<file path="src/sld_pkg.sv">
`timescale 1ns / 1ps

package sld_pkg;

  localparam logic [7:0] SYNC_BYTE = 8'h1F;

  typedef enum logic [2:0] {
    PH_HUNT    = 3'd0,
    PH_TYPE    = 3'd1,
    PH_LEN_HI  = 3'd2,
    PH_LEN_LO  = 3'd3,
    PH_PAYLOAD = 3'd4
  } phase_t;

  typedef enum logic [2:0] {
    ROLE_GARBAGE = 3'd0,
    ROLE_SYNC    = 3'd1,
    ROLE_TYPE    = 3'd2,
    ROLE_LEN_HI  = 3'd3,
    ROLE_LEN_LO  = 3'd4,
    ROLE_PAYLOAD = 3'd5
  } role_t;

  typedef struct packed {
    logic [7:0]  byte_out;
    role_t       byte_role;
    logic [7:0]  frame_type;
    logic [15:0] payload_length;
    logic        frame_end;
  } result_t;

endpackage

</file>
<file path="src/sld_fsm.sv">
`timescale 1ns / 1ps

module sld_fsm (
  input  logic                clk,
  input  logic                rst_n,
  input  logic                step,
  input  logic [7:0]          rx_byte,
  output sld_pkg::result_t    result
);
  import sld_pkg::*;

  phase_t      phase_r, phase_nxt;
  logic [7:0]  type_r, type_nxt;
  logic [15:0] len_r, len_nxt;
  logic [15:0] remain_r, remain_nxt;
  logic [15:0] len_lo_val;

  assign len_lo_val = {len_r[15:8], rx_byte};

  always_ff @(posedge clk) begin
    if (!rst_n) begin
      phase_r  <= PH_HUNT;
      type_r   <= '0;
      len_r    <= '0;
      remain_r <= '0;
    end else if (step) begin
      phase_r  <= phase_nxt;
      type_r   <= type_nxt;
      len_r    <= len_nxt;
      remain_r <= remain_nxt;
    end
  end

  // next state
  always_comb begin
    phase_nxt  = phase_r;
    type_nxt   = type_r;
    len_nxt    = len_r;
    remain_nxt = remain_r;
    unique case (phase_r)
      PH_TYPE: begin
        type_nxt  = rx_byte;
        phase_nxt = PH_LEN_HI;
      end
      PH_LEN_HI: begin
        len_nxt   = {rx_byte, 8'h00};
        phase_nxt = PH_LEN_LO;
      end
      PH_LEN_LO: begin
        len_nxt    = len_lo_val;
        remain_nxt = len_lo_val;
        phase_nxt  = (len_lo_val == 16'd0) ? PH_HUNT : PH_PAYLOAD;
      end
      PH_PAYLOAD: begin
        if (remain_r <= 16'd1) begin
          remain_nxt = '0;
          phase_nxt  = PH_HUNT;
        end else begin
          remain_nxt = remain_r - 16'd1;
        end
      end
      default: begin
        phase_nxt = PH_HUNT;
        if (rx_byte == SYNC_BYTE) begin
          type_nxt   = '0;
          len_nxt    = '0;
          remain_nxt = '0;
          phase_nxt  = PH_TYPE;
        end
      end
    endcase
  end

  // result
  always_comb begin
    result                = '0;
    result.byte_out       = rx_byte;
    result.byte_role      = ROLE_GARBAGE;
    unique case (phase_r)
      PH_TYPE: begin
        result.byte_role  = ROLE_TYPE;
        result.frame_type = rx_byte;
      end
      PH_LEN_HI: begin
        result.byte_role  = ROLE_LEN_HI;
        result.frame_type = type_r;
      end
      PH_LEN_LO: begin
        result.byte_role      = ROLE_LEN_LO;
        result.frame_type     = type_r;
        result.payload_length = len_lo_val;
        result.frame_end      = (len_lo_val == 16'd0);
      end
      PH_PAYLOAD: begin
        result.byte_role      = ROLE_PAYLOAD;
        result.frame_type     = type_r;
        result.payload_length = len_r;
        result.frame_end      = (remain_r <= 16'd1);
      end
      default: begin
        if (rx_byte == SYNC_BYTE) begin
          result.byte_role = ROLE_SYNC;
        end
      end
    endcase
  end

endmodule

</file>
<file path="src/sld_out_reg.sv">
`timescale 1ns / 1ps

module sld_out_reg (
  input  logic             clk,
  input  logic             rst_n,
  input  logic             load,
  input  sld_pkg::result_t result,
  input  logic             out_ready,
  output logic             out_valid,
  output logic             can_load,
  output sld_pkg::result_t held
);
  import sld_pkg::*;

  logic    valid_r;
  result_t data_r;

  assign can_load  = !valid_r || out_ready;
  assign out_valid = valid_r;
  assign held      = data_r;

  always_ff @(posedge clk) begin
    if (!rst_n) begin
      valid_r <= 1'b0;
    end else if (can_load) begin
      valid_r <= load;
    end
  end

  always_ff @(posedge clk) begin
    if (load) begin
      data_r <= result;
    end
  end

endmodule

</file>
<file path="src/sync_length_frame_deframer.sv">
`timescale 1ns / 1ps

// Frame delimiter for a byte stream framed as sync byte 0x1F, type byte,
// 16-bit big-endian payload length and payload. Every accepted byte yields
// exactly one registered result beat in the next cycle, tagging the byte's
// role, the frame type and length once known, and frame end. Throughput is
// one byte per cycle: the role/phase update is a single pass of logic into
// the output register, and a new byte is taken whenever that register is
// empty or being drained in the same cycle.
module sync_length_frame_deframer (
  input  logic        clk,
  input  logic        rst_n,
  input  logic        in_valid,
  output logic        in_ready,
  input  logic [7:0]  in_rx_byte,
  output logic        out_valid,
  input  logic        out_ready,
  output logic [7:0]  out_byte_out,
  output logic [2:0]  out_byte_role,
  output logic [7:0]  out_frame_type,
  output logic [15:0] out_payload_length,
  output logic        out_frame_end
);
  import sld_pkg::*;

  logic    accept;
  result_t fsm_res;
  result_t held;

  assign accept = in_valid && in_ready;

  sld_fsm u_fsm (
    .clk     (clk),
    .rst_n   (rst_n),
    .step    (accept),
    .rx_byte (in_rx_byte),
    .result  (fsm_res)
  );

  sld_out_reg u_out (
    .clk       (clk),
    .rst_n     (rst_n),
    .load      (accept),
    .result    (fsm_res),
    .out_ready (out_ready),
    .out_valid (out_valid),
    .can_load  (in_ready),
    .held      (held)
  );

  assign out_byte_out       = held.byte_out;
  assign out_byte_role      = held.byte_role;
  assign out_frame_type     = held.frame_type;
  assign out_payload_length = held.payload_length;
  assign out_frame_end      = held.frame_end;

`ifndef SYNTHESIS
  a_end_role: assert property (@(posedge clk) disable iff (!rst_n)
    (out_valid && out_frame_end) |->
      (out_byte_role == ROLE_LEN_LO || out_byte_role == ROLE_PAYLOAD))
    else $error("frame end on a byte outside length low or payload");

  a_garbage_clean: assert property (@(posedge clk) disable iff (!rst_n)
    (out_valid && (out_byte_role == ROLE_GARBAGE || out_byte_role == ROLE_SYNC)) |->
      (out_frame_type == 8'd0 && out_payload_length == 16'd0 && !out_frame_end))
    else $error("garbage or sync beat carries frame info");

  a_len_lo_end: assert property (@(posedge clk) disable iff (!rst_n)
    (out_valid && out_byte_role == ROLE_LEN_LO) |->
      (out_frame_end == (out_payload_length == 16'd0)))
    else $error("length low end flag does not match zero length");

  a_sync_value: assert property (@(posedge clk) disable iff (!rst_n)
    (out_valid && out_byte_role == ROLE_SYNC) |-> (out_byte_out == SYNC_BYTE))
    else $error("sync role on a non-sync byte");
`endif

endmodule
</file>
<file path="config.mk">
export PLATFORM = sky130hd
export DESIGN_NAME = sync_length_frame_deframer
export DESIGN_NICKNAME = d
export VERILOG_FILES = /design/src/sld_pkg.sv /design/src/sld_fsm.sv /design/src/sld_out_reg.sv /design/src/sync_length_frame_deframer.sv
export SDC_FILE = /design/constraint.sdc
export NUM_CORES = 1
export LEC_CHECK = 0
export ABC_CLOCK_PERIOD_IN_PS = 4500
export BUFFER_PORTS_ARGS = -buffer_cell sky130_fd_sc_hd__buf_4
export CAP_MARGIN = 10
export CORE_ASPECT_RATIO = 1.4
export CORE_MARGIN = 3
export CORE_UTILIZATION = 45
export CTS_CLUSTER_DIAMETER = 30
export CTS_CLUSTER_SIZE = 12
export DETAILED_ROUTE_END_ITERATION = 7
export HOLD_SLACK_MARGIN = 0.06
export PLACE_DENSITY = 0.69
export SYNTH_ARGS = -nofsm -noshare
export SYNTH_HDL_FRONTEND = slang
export SYNTH_SLANG_ARGS = --single-unit
</file>
<file path="constraint.sdc">
create_clock -name clk -period 4.5 [get_ports clk]
set_clock_uncertainty 0.1 [all_clocks]
set_input_delay 0.9 -clock clk [delete_from_list [all_inputs] [get_ports clk]]
set_output_delay 0.9 -clock clk [all_outputs]
set_load 0.005 [all_outputs]
</file>
# Yosys cells after proc, flatten, opt, wreduce, memory -nomap -nowiden
# Cells that the tools add are included.
# totals
register_bits	80
input_bits	12
out_inout_bits	38
elab_cells	52
# classes
addsub	1
n_lt_le_gt_ge	1
eq_ne	6
mux	13
n_bitwise	4
reduce_logical	16
# ops
operator	n
$pmux 16 s3	2
$pmux 17 s2	1
$mux 16	2
$pmux 8 s2	2
$pmux 3 s4	2
$le 16x1->1 const B	1
$logic_not 16->1	1
$sub 16x1->16 const B	1
$reduce_and 3->1	3
$eq 8x5->1 const B	1
$mux 8	1
$eq 3x2->1 const B	2
$mux 3	2
$reduce_bool 3->1	2
$not 1->1	4
$reduce_and 4->1	1
$reduce_bool 2->1	2
$reduce_or 2->1	2
$eq 3x1->1 const B	1
$eq 3x3->1 const B	1
$reduce_or 3->1	1
$ne 2x1->1 const B	1
$reduce_and 2->1	1
$logic_and 1x1->1	1
3 further kinds	3

# Logic depth before layout (Yosys ltp)
# Gate-level depths: netlist of run 1.
# depth
word_depth	4
depth_mapped	8
mapped_depth_nobuf	7

# Cells and area by module
# A second synthesis of run 1 with hierarchy kept.
# hier_totals
cells_unflattened	360
hier_area_um2	3886.2
# modules_own_cells
mod	instances	cells_per_inst	area_each_um2	seq_area_each_um2
sld_fsm	1	319	2750.1	860.8
sld_out_reg	1	40	1129.8	1101.1
sync_length_frame_deframer	1	1	6.3	0.0

# Worst setup path after synthesis of run 1
# Ideal clock, no wire load.
# synth_timing
path_type	input to register
from	input out_ready
to	register u_fsm.remain_r[2]
setup_time_ns	0.092
arrival_time_ns	3.225
t_required_ns	4.308
slack_ns	1.083
stages	8
n_path_buf	1
cell_sequence	nor2b_1 -> inv_1 -> nand2_1 -> clkinv_1 -> o21ai_1 -> buf_2 -> a21oi_1 -> o32ai_1
# synth_between
elab_chain_len	3
# synth_rtl
element	line	rtl
from (decl)	sync_length_frame_deframer.sv:17	input logic out_ready,
$logic_or 1x1->1	sld_out_reg.sv:18	assign can_load = !valid_r || out_ready;
net in_ready	sync_length_frame_deframer.sv:14	output logic in_ready,
$logic_and 1x1->1	sync_length_frame_deframer.sv:30	assign accept = in_valid && in_ready;
net accept	sync_length_frame_deframer.sv:26	logic accept;
$reduce_and 3->1 (no source line)	n/a	
to (signal assigned)	sld_fsm.sv:30	remain_r <= remain_nxt;
to (decl)	sld_fsm.sv:15	logic [15:0] remain_r, remain_nxt;
# The timed path passes the listed nets, and every way through them passes these cells.
# A chain may end at the register's enable or synchronous reset.

# Final worst setup path of run 1
# layout_timing
from	input out_ready
to	register u_fsm.remain_r[4]
# layout_between
elab_chain_len	3
# layout_rtl
element	line
$logic_or 1x1->1	sld_out_reg.sv:18
$logic_and 1x1->1	sync_length_frame_deframer.sv:30
net accept	sync_length_frame_deframer.sv:26
$reduce_and 3->1 (no source line)	n/a
# The timed path passes the listed nets, and every way through them passes these cells.

==> results, run 1 <==
- The total global routing overflow is 0.
- The signed area change from the synthesized netlist to the final layout is 17.8%.
- The initial antenna violation count is 0.
- Synthesis inferred 80 register bits.
- Summing the areas of all compound-gate instances in the mapped netlist gives 21.5% of the synthesized area.
- After Yosys synthesis, full adders, half adders and majority gates account for 0.704% of the synthesized area.
- The final routed wirelength across all metal layers is 8710 um.
- The final worst-path cycle share is 69.6%.
- After synthesis, flip-flops and latches occupy 55.2% of the total area.
- The multiplexer share of the synthesized area is 0.282%.
- The quantity of gates resized following cts is 0.
- The clock root buffer is clkbuf_8.
- The worst setup path is launched from an input pin.
- The number of buffer cells added on primary ports is 49.
- The overall routing resource usage is 20.7%.
- The initialized floorplan defines 37 standard-cell rows.
- The insertion delay to the later sink of the worst-skew pair is 360 ps.
- Across the run, the number of max-cap violations was 0.
- The run finished with clean final reports.
- Data on the critical path arrives at its endpoint at 3310 ps.
- In the final layout, the share of cells above drive strength 1 is 20.6%.
- The most critical setup path has its startpoint at out_ready.
- For the worst setup path, the data required time is 4670 ps.
- The count of pins over their slew limit came to 0.
- The setup-violating endpoint count in the final report is 0.
- The combinational family with the most area after synthesis is compound AO/OA/AOI/OAI gates.
- The via count of the first global-routing pass is 2698.
- The number of antenna diodes in the final layout is 0.
- The fraction of synthesis flops using an asynchronous set or reset pin is 0%.
- The slew of the pin with the lowest slew margin is 1220 ps.
- The worst register-to-register path begins at u_fsm.phase_r[2].
- The summed negative setup slack over all endpoints is 0 ps.
- The worst setup path category is in2reg.
- In the routed design, unresolved DRC markers number 0.
- The routed wire length per instance is 18.2 um.
- The remaining max-slew budget at the tightest pin is 18.0%.
- 50 I/O pins were placed.
- The largest buffer count on any clock path is 2.
- The xor/xnor cell area share of the yosys netlist is 0.986%.
- Entering global routing, the biggest net connects 20 pins.
- The initial DRC count is 210.
- The layer carrying the most global-route usage is met2.
- Measured in cells, the most critical reg-to-reg path has a length of 5.
- The number of synthesized flops with an enable pin is 36.
- For this run, global-route usage on met2 was measured as 33.4%.
- In this run the worst setup path terminates at u_fsm.remain_r[4].
- Of all nets on the critical path, the largest fanout is 18.
- The first TritonRoute pass finished after 4 iterations.
- For this run, the leading register cell type out of synthesis is dfxtp_1.
- Power spread over the standard cell area amounts to 332 nW/um^2.
- The clock drives 80 sinks.
- The number of different library cells used by synthesis comes to 60.
- The number of hold-slack violations in the final timing report came to 0.
- After Yosys synthesis, and, or, nand and nor cells account for 17.7% of the synthesized area.
- Once the floorplan was initialized, standard cells occupied 47.4% of the core.
- The number of fill cells in the layout is 673.
- The worst hold path passes through 2 cells.
- Setup slack on the worst reg-to-reg path comes out at 1410 ps.
- The count of nets after finishing is 392.
- In the global route stage, met1 resource usage came out at 25.3%.
- The leakage power total is 1.58 nW.
- The clock transition at the registers of the reported paths is 80 ps.
- On the final layout, the worst hold slack is 357 ps.
- Detailed placement finished with a half-perimeter wire length of 5940 um.
- The gate count of the mapped netlist is 333.
- The first global-routing pass estimated 13900 um of wire.
- The number of buffers created by CTS is 9.
- The met3 track utilization from global routing is 4.96%.
- The routed layout has 2854 vias.
- The type of element capturing the critical path is a flip-flop.
- The die outline area is 9020 sq um.
- The final weighted congestion in routability-driven placement is 0.907.
- The core region is 7500 sq um.
- The overall die width is 81.1 um.
- The total number of yosys warnings is 0.
- The vertical extent of the die is 111 um.
- The count of H-tree levels built during CTS is 3.
- Setup repair after global routing left no endpoint under its margin.
- In this run the post-CTS setup repair buffer count came out at 0.
- The number of vias per cell is 5.95.
- The number of hold buffers added after CTS was 0.
- The endpoint of the worst register-to-register path is u_fsm.remain_r[4].
- The synthesized netlist occupies a cell area of 3550 sq um.
- In this run the remaining antenna-violating nets after routing total 0.
- When the netlist entered floorplanning its net count stood at 347.
- Dividing the synthesized area by the synthesized cell count gives 10.7 sq um.
- TritonCTS built the clock tree.
- Counting I/O delays and the setup requirement, the final critical path takes 3130 ps.
- The highest clock frequency the design can meet is 0.319 GHz.
- The worst ir drop on vdd is 0.000211 V.
- The worst hold path class is reg2reg.
[sequential cells by signal, indices dropped and copies added (netlist names)]
register	flops
u_fsm.phase_r	3
u_out.held	36
u_out.out_valid	1
u_fsm.type_r	8
u_fsm.remain_r	16
u_fsm.len_r	16
[power by group]
group	switching, mW	internal (mW)	leakage (nW)
clock	0.262	0.273	0.0928
combinational	0.0457	0.0325	0.775
sequential	0.00512	0.775	0.716
total	0.313	1.08	1.58
[cell families after synthesis]
kind of cell,Yosys count
AOI/OAI and AO/OA,101
and+or+nand+nor,115
xor gates and xnor gates,4
buffers and inverters,30
DFF,80
muxes,1
adders and majority gates,2
[worst max-delay path, stage by stage]
cell	delay [ps]
buf_4	110
nor2b_1	200
inv_1	120
nand2_1	190
clkinv_1	500
o21ai_1	870
nor2_1	130
a311oi_1	290
[per-stage QoR]
| step | cells | util, % | instance area, sq um | setup slack [ps] | power, mW |
|---|---|---|---|---|---|
| final | 480 | 55.9 | 4190 | 1370 | 1.39 |
| after global routing | 480 | 55.9 | 4190 | 1140 | 1.45 |
| after CTS | 480 | 55.9 | 4190 | 1360 | 1.40 |
| after detailed placement | 464 | 53.2 | 3990 | 985 | 0.875 |
| after global placement | 464 | 53.2 | 3990 | 1040 | 0.874 |
| after floorplan | 333 | - | 3550 | 1080 | 0.825 |
[per-layer routing]
metal / wire, um / part of all wire, % / vias up
li1: - / - / 1367
met1: 3490 / 40 / 1372
met2: 4520 / 52 / 103
met3: 547 / 6.3 / 12
met4: 159 / 1.8 / 0
met5: 0 / 0 / -
[Yosys cell counts, drive strengths merged, types with 3 or more instances]
cell,n,share of area (%)
clkbuf,10,1.1
nand3,17,2.4
nand2,28,3.0
dfxtp,44,25
nor4,5,1.5
or3,4,0.70
or2,3,0.53
buf,10,1.5
nor2,22,2.3
inv,9,0.95
and2,9,1.6
o22ai,5,0.88
a32oi,10,2.5
nor3,4,0.84
edfxtp,36,30
nor3b,3,0.77
a22o,28,6.9
a32o,3,0.84
o21ai,11,1.5
xnor2,3,0.74
a22oi,7,1.5
o21a,3,0.63
nand2b,8,1.4
a21oi,17,2.5
[how the worst min path moves through the flow]
stage                                  start            endpoint  slack [ps]
after floorplan           u_fsm.remain_r[11]  u_fsm.remain_r[11]         330
after global placement    u_fsm.remain_r[11]  u_fsm.remain_r[11]         340
after detailed placement      u_fsm.len_r[4]      u_fsm.len_r[4]         350
after CTS                     u_fsm.len_r[4]      u_fsm.len_r[4]         360
after global routing      u_fsm.remain_r[11]  u_fsm.remain_r[11]         390
final                         u_fsm.len_r[4]      u_fsm.len_r[4]         360
[area by class of cell]
class | count | area (sq um) | area share (%)
Clock buffer | 12 | 145 | 3.46
Multi-Input combinational cell | 223 | 1460 | 34.9
Clock inverter | 4 | 53.8 | 1.28
Tap cell | 97 | 121 | 2.90
Sequential cell | 80 | 1960 | 46.8
Timing Repair Buffer | 54 | 405 | 9.68
Inverter | 10 | 37.5 | 0.896
[cells in the final DEF, fill, tap and decap left out, types with 3 or more instances in the layout]
cell,instances
a32o_1,3
a22o_1,28
nand2b_1,8
a32oi_1,10
inv_1,9
xnor2_1,3
a22oi_1,7
buf_4,54
nor4_1,3
and2_1,9
nor2_1,22
nand3_1,17
or2_2,3
o21a_1,3
edfxtp_1,36
or3_1,4
clkbuf_8,10
dfxtp_1,44
nand2_1,28
o22ai_1,5
o21ai_0,9
a21oi_1,16
No activity file was read; power rests on OpenSTA's default activity.
==> inputs of run 2 (changes only) <==
--- a/config.mk
+++ b/config.mk
@@ -5,7 +5,8 @@
 export SDC_FILE = /design/constraint.sdc
 export NUM_CORES = 1
 export LEC_CHECK = 0
-export ABC_CLOCK_PERIOD_IN_PS = 4500
+export ABC_AREA = 1
+export ABC_CLOCK_PERIOD_IN_PS = 3100
 export BUFFER_PORTS_ARGS = -buffer_cell sky130_fd_sc_hd__buf_4
 export CAP_MARGIN = 10
 export CORE_ASPECT_RATIO = 1.4
==> constraint.sdc (replaced) <==
create_clock -name clk -period 3.1 [get_ports clk]
set_clock_uncertainty 0.1 [all_clocks]
set_input_delay 0.62 -clock clk [delete_from_list [all_inputs] [get_ports clk]]
set_output_delay 0.62 -clock clk [all_outputs]
set_load 0.005 [all_outputs]
==> results, run 2 <==
- The buffer count from post-CTS setup fixing is 0.
- The clock period minus worst slack is 2070 ps.
- The count of unique library cells instantiated by Yosys is 36.
- In this run, post-CTS repair resized a total of 0 instances.
- The number of cell rows is 39.
- The final cell area excluding filler cells is 4520 sq um.
- For this run, design rule violations remaining after detail routing come to 0.
- The highest clock frequency the design can meet is 0.482 GHz.
- The congestion estimate from routability-driven global placement came to 0.848.
- The worst ir drop on vdd is 0.000375 V.
- The wire length of the first global-routing pass is 14300 um.
- Counting flops with an async set or reset pin after synthesis yields a share of 0%.
- The remaining max-slew budget at the tightest pin is 48.7%.
- The number of fill cells in the layout is 757.
- The quantity of hold-fixing buffers added after cts is 0.
- The area fraction of the dominant cell type after synthesis is 28.5%.
- The biggest area contributor in the post-synthesis netlist is edfxtp_1.
- The largest buffer count on any clock path is 2.
- The number of inserted diodes is 0.
- In the layout the commonest cells are nand2_1 (153), nor2_1 (70), buf_4 (50).
- For the worst setup path, the data required time is 3260 ps.
- The initial utilization of the core area, before any placement, comes to 46.2%.
- The gate count of the mapped netlist is 464.
- Yosys mapped a number of flops with a built-in enable equal to 36.
- Total power for the finished layout comes to 2.38 mW.
- The number of buffer cells added on primary ports is 49.
- For the pin with the worst max-slew slack, the measured transition is 769 ps.
- The synthesized netlist net count is 478.
- The pin count of the biggest net entering global routing is 42.
- The detail route stage leaves a number of antenna-violating nets equal to 0.
- Clock tree synthesis found a total of 80 sinks.
- The total instance count after detailed placement is 605.
- The number of violations of the max-capacitance limit is 0.
- In this run the horizontal extent of the chip is 83.5 um.
- The routed wire length per instance is 13.9 um.
- The first-pass iteration count of the detailed router is 5.
- The via count is 3116.
- Global routing finished with a remaining overflow of 0.
- The footprint of the multi-input gates is 1570 sq um.
- By area the synthesized netlist is led by edfxtp_1 (29%), dfxtp_1 (23%), nand2_1 (15%), nor2_1 (6.9%), inv_1 (3.8%).
- The most used standard cell by instance count after synthesis is nand2_1.
- The placed wire-length estimate is 6150 um.
- The via count of the first global-routing pass came to 2989.
- The count of nets after finishing is 528.
- The number of hold-slack violations in the final timing report is 0.
- Global routing used 19.1% of the available tracks.
- The worst setup path category is reg2reg.
- The clock reaches the later pin of the worst-skew pair after 340 ps.
- The type of element capturing the critical path is a flip-flop.
- The min-delay analysis places its worst path in the category reg2reg.
- The initial DRC count is 247.
- The count of pins over their slew limit is 0.
- The floorplan step defined a core boundary enclosing 8200 sq um.
- The summed negative setup slack over all endpoints is 0 ps.
- On the final layout, the worst hold slack is 363 ps.
- Setup violations remaining at the end of the flow were counted as 0.
- The initial antenna violation count is 0.
- The Yosys step of the flow raised 0 warnings.
- Cells with a size suffix above 1 make up 19.7% of the layout.
- The sequential fraction of the synthesis area is 51.8%.
- The post-place instance area is 4220 sq um.
- The library cell used most frequently in the layout, excluding fill and tap cells, is nand2_1.
- The number of clock buffers added by TritonCTS is 9.
- The flow ran to the end, and the final reports show no timing, DRC or antenna violations.
- TritonCTS built the clock tree.
- After detailed routing, the total wire length is 8640 um.
- After synthesis the cells add up to 3790 sq um.
- In this run the vertical extent of the chip is 115 um.
- For this run, the leading register cell type out of synthesis is dfxtp_1.
- The power per cell area is 525 nW/um^2.
- The clock transition at the registers of the reported paths is 60 ps.
- The signed area change from the synthesized netlist to the final layout is 19.4%.
- Leaving out filler cells and counting taps, the final layout contains 621.
- The tree is rooted in a clkbuf_16.
- The count of H-tree levels built during CTS is 3.
- The flip-flop count of the largest register after layout is 36.
- A synthesized cell averages 8.16 sq um.
- The number of vias per cell is 5.02.
- For the worst setup path, the data arrival time is 2240 ps.
- The maximum fanout count along the critical path is 10.
- After synthesis the netlist holds a flip-flop and latch count of 80.
- The die outline area is 9570 sq um.
- The leakage power total is 2.02 nW.
- Across the whole layout, storage elements account for 1960 sq um.
- Setup repair after global routing left no endpoint under its margin.
- Dividing the final minimum period by the clock period gives 66.9%.
- The commonest cells after synthesis are nand2_1 (153), nor2_1 (70), dfxtp_1 (44), inv_1 (38), edfxtp_1 (36).
- STA classifies the critical path startpoint as a flip-flop.
- 50 I/O pins were placed.
-- run 2: changes by cell type after synthesis, moves of 9 or more --
cell and delta:
a22o_1 -28, nand3_1 -10, a32oi_1 -10, inv_1 +29
nand2_1 +125, nor2_1 +48, inv_2 +9
-- run 2: layout make-up --
class,count,area share [%]
clock buffer,9,4.98
clock inverter,7,1.58
multi-input combinational,325,34.8
inverter,48,4.10
timing repair buffer,50,8.30
sequential,80,43.4
tap,102,2.82
-- run 2: cells by family after synthesis --
kind of cell | Yosys count | share of synthesized area (%)
fa+ha+maj | 2 | 0.661
buf+inv | 59 | 6.64
compound gates | 59 | 9.88
flops | 80 | 51.8
simple gates | 257 | 29.4
xor+xnor | 7 | 1.62
-- run 2: stage by stage --
stage,utilization [%],setup slack (ps)
after global placement,51.5,986
after CTS,55.1,1000
after global routing,55.1,825
after detailed placement,51.5,934
after floorplan,-,703
final,55.1,1030
-- run 2: metal layers --
metal	part of all wire, %	GRT usage, %
met5	0	0
met2	50	33.2
met4	2.3	9.12
met1	43	22.3
met3	4.6	4.39
-- run 2: worst max-delay path, stage by stage, from the launching register on --
cell and delay [ps]:
dfxtp_1 380, inv_1 80, ha_1 240, o21ai_0 230, nor2_1 60, nand2_1 90
nand2_1 240, inv_2 250, nand2_1 90, nand2_1 60, nand2_1 50, a21oi_1 120
-- run 2: power by group --
part           internal (mW)  switching [mW]  leakage [nW]
combinational         0.0640           0.106          1.16
clock                  0.624           0.429         0.150
sequential              1.14          0.0130         0.717
-- run 2: path summary, 6_finish.rpt --
path                     start                 end  slack, ps  cells after the start
max          u_fsm.remain_r[0]  u_fsm.remain_r[12]       1030                     11
min            u_fsm.type_r[5]     u_fsm.type_r[5]        360                      2
max reg2reg  u_fsm.remain_r[0]  u_fsm.remain_r[12]       1030                     11
min reg2reg    u_fsm.type_r[5]     u_fsm.type_r[5]        360                      2
==> inputs of run 3 (changes only) <==
--- a/config.mk
+++ b/config.mk
@@ -6,7 +6,7 @@
 export NUM_CORES = 1
 export LEC_CHECK = 0
 export ABC_AREA = 1
-export ABC_CLOCK_PERIOD_IN_PS = 3100
+export ABC_CLOCK_PERIOD_IN_PS = 1700
 export BUFFER_PORTS_ARGS = -buffer_cell sky130_fd_sc_hd__buf_4
 export CAP_MARGIN = 10
 export CORE_ASPECT_RATIO = 1.4
@@ -16,7 +16,7 @@
 export CTS_CLUSTER_SIZE = 12
 export DETAILED_ROUTE_END_ITERATION = 7
 export HOLD_SLACK_MARGIN = 0.06
-export PLACE_DENSITY = 0.69
+export PLACE_DENSITY = 0.71
 export SYNTH_ARGS = -nofsm -noshare
 export SYNTH_HDL_FRONTEND = slang
 export SYNTH_SLANG_ARGS = --single-unit
==> constraint.sdc (replaced) <==
create_clock -name clk -period 1.7 [get_ports clk]
set_clock_uncertainty 0.1 [all_clocks]
set_input_delay 0.34 -clock clk [delete_from_list [all_inputs] [get_ports clk]]
set_output_delay 0.34 -clock clk [all_outputs]
set_load 0.005 [all_outputs]
==> results, run 3 (synthesized netlist as in run 2, its figures left out) <==
- The setup-violating endpoint count in the final report is 0.
- The count of nets after finishing is 558.
- For this run, the detailed router's first-pass iteration total came to 5.
- The count of pins over their slew limit was 0.
- The maximum fanout count along the critical path is 5.
- The via count of the first global-routing pass is 3226.
- Buffers inserted to repair hold after CTS numbered 0.
- After layout, the worst path uses 96.7% of the clock period.
- Global routing used 20.5% of the available tracks.
- The highest clock frequency the design can meet is 0.608 GHz.
- For this run the aggregate overflow at the end of global routing stands at 0.
- For this block, the initial DRC count from the detailed router was 236.
- At the placement stage, the worst setup path has a slack of -112 ps.
- In this run the vertical extent of the chip is 115 um.
- The routed wire length per instance is 14.8 um.
- The endpoint of the worst register-to-register path is u_fsm.remain_r[3].
- The final weighted congestion in routability-driven placement is 0.898.
- The count of H-tree levels built during CTS is 3.
- The net switching fraction of the power is 22.2%.
- For this design the total switching power over the nets is 0.971 mW.
- The number of buffers created by CTS is 9.
- In this run the power density over the cells is 902 nW/um^2.
- The share of power burned in registers is 48.0%.
- In the final layout, the share of cells above drive strength 1 is 25.9%.
- The first global-routing pass estimated 15400 um of wire.
- The combinational fraction of design power is 8.5%.
- The placeable core area is 8200 sq um.
- The run finished with clean final reports.
- Setup slack on the critical path of the routed design comes to 55.9 ps.
- The number of hold-slack violations in the final timing report is 0.
- Counting the fill cells in the layout gives 727.
- The library cells used most frequently in the layout, excluding fill and tap cells, are nand2_1 (147), buf_4 (76), nor2_1 (67).
- The internal portion of the total power is 3.41 mW.
- The insertion delay to the later sink of the worst-skew pair is 330 ps.
- Buffers placed on the I/O ports in this run total 49.
- The via count is 3376.
- For the worst setup path, the data required time is 1870 ps.
- The largest buffer count on any clock path is 2.
- The placed wire-length estimate is 7030 um.
- The die outline area is 9570 sq um.
- The hold path startpoint is in_rx_byte[4].
- The total clock sinks is 80.
- The number of violations of the max-capacitance limit is 0.
- For this run, design rule violations remaining after detail routing come to 0.
- The top-level port count is 50.
- The register with the most flip-flops in the layout has 36 of them.
- The overall die width is 83.5 um.
- VDD sags by at most 0.000642 V.
- The initial utilization of the core area, before any placement, comes to 46.2%.
- The leakage power total is 2.21 nW.
- The most common cell after layout, fill and taps aside is nand2_1.
- The final routed wirelength across all metal layers is 9650 um.
- The worst setup path category is reg2reg.
- The worst setup path is launched from a flip-flop.
- Counting I/O delays and the setup requirement, the final critical path takes 1640 ps.
- The detail route stage leaves a number of antenna-violating nets equal to 0.
- Across all register-to-register paths, the minimum setup slack is 60 ps.
- The number of cell rows is 39.
- The worst register-to-register path begins at u_fsm.remain_r[0].
- The slew of the pin with the lowest slew margin is 347 ps.
- Entering global routing, the biggest net connects 42 pins.
- Dividing the detail-routed via count by the number of cells gives 5.19.
- The clock network is responsible for 43.5% of the overall power.
- Setup repair after global routing could not meet its margin everywhere.
- The endpoint of the worst hold-timing path is u_out.held[32].
- The number of cells traversed by the worst register-to-register path is 9.
- The initial antenna violation count is 0.
- TritonCTS built the clock tree.
- The root buffer cell chosen for the clock tree is clkbuf_16.
- Measured on the finished design, the core utilization comes to 59.2%.
- The remaining max-slew budget at the tightest pin is 76.8%.
- The data arrival time at the worst-slack endpoint is 1820 ps.
- The repair_antennas step left the layout with diodes totalling 0.
- STA classifies the critical path endpoint as a flip-flop.
- The worst hold path class is in2reg.
- From synthesis to final layout, the design area changed by 28.1%.
- The count of cells along the worst hold path is 1.
- Clock-pin slew was measured on the worst setup and hold paths at 60 ps.
- In the final timing run, aggregate negative setup slack is 0 ps.
-- run 3: cell count changes in the layout (fill, tap and decap cells not counted), moves of 4 or more --
cell     before  now
o21ai_0      10    6
o21ai_1       1    5
nand2_1     153  147
nand2_2       6   12
buf_4        50   76
-- run 3: area by class of cell --
cell class	count	area (sq um)	area share, %
clock buffers	10	239	4.92
well taps	102	128	2.63
flip-flops and latches	80	1970	40.5
multi-input cells	326	1610	33.2
clock inverters	6	58.8	1.21
repair buffers	79	631	13.0
inverters	48	219	4.51
-- run 3: per-stage QoR --
step | power (mW) | hold slack [ps] | instances | cell area [sq um]
floorplan | 2.31 | 336 | 464 | 3820
global placement | 2.50 | 346 | 632 | 4500
detailed placement | 2.51 | 359 | 632 | 4500
CTS | 4.40 | 137 | 648 | 4800
global route | 4.53 | 128 | 651 | 4850
finish | 4.38 | 141 | 651 | 4850
-- run 3: worst max path at each step --
stage / start / end / cells past startpoint
finish: u_fsm.remain_r[0] / u_fsm.remain_r[3] / 9
global route: u_fsm.remain_r[0] / u_fsm.remain_r[15] / 11
CTS: u_fsm.remain_r[0] / u_fsm.remain_r[1] / 9
detailed placement: u_fsm.remain_r[0] / u_fsm.remain_r[5] / 11
global placement: u_fsm.remain_r[0] / u_fsm.remain_r[12] / 11
floorplan: out_ready / u_fsm.len_r[3] / 9
-- run 3: per-layer routing --
metal | part of all wire [%] | global-route usage (%)
met1 | 37 | 21.7
met2 | 54 | 38.5
met3 | 6.0 | 4.18
met4 | 3.1 | 9.66
met5 | 0 | 0
-- run 3: worst max-delay path, cell delays in order (launching register included) --
cell     delay (ps)
dfxtp_2         350
inv_1            60
ha_1            220
o21ai_1         150
nor2_1           70
nand2_2         110
nand2_4         110
o21ai_0         200
nand2_1          90
a21oi_2         120
-- run 3: power by group through the flow --
stage	sequential [mW]	clock [mW]	combinational [mW]
finish	2.10	1.90	0.373
global route	2.11	2.02	0.401
CTS	2.10	1.93	0.369
detailed placement	2.14	0	0.367
global placement	2.14	0	0.358
floorplan	2.15	0	0.168
-- run 3: timing repair --
item                       4_1_cts  5_1_grt
setup endpoints to repair       16       37
cloned                           0        1
pin swaps                        0        2
buffers inserted                 0        2
resized for setup                4       15
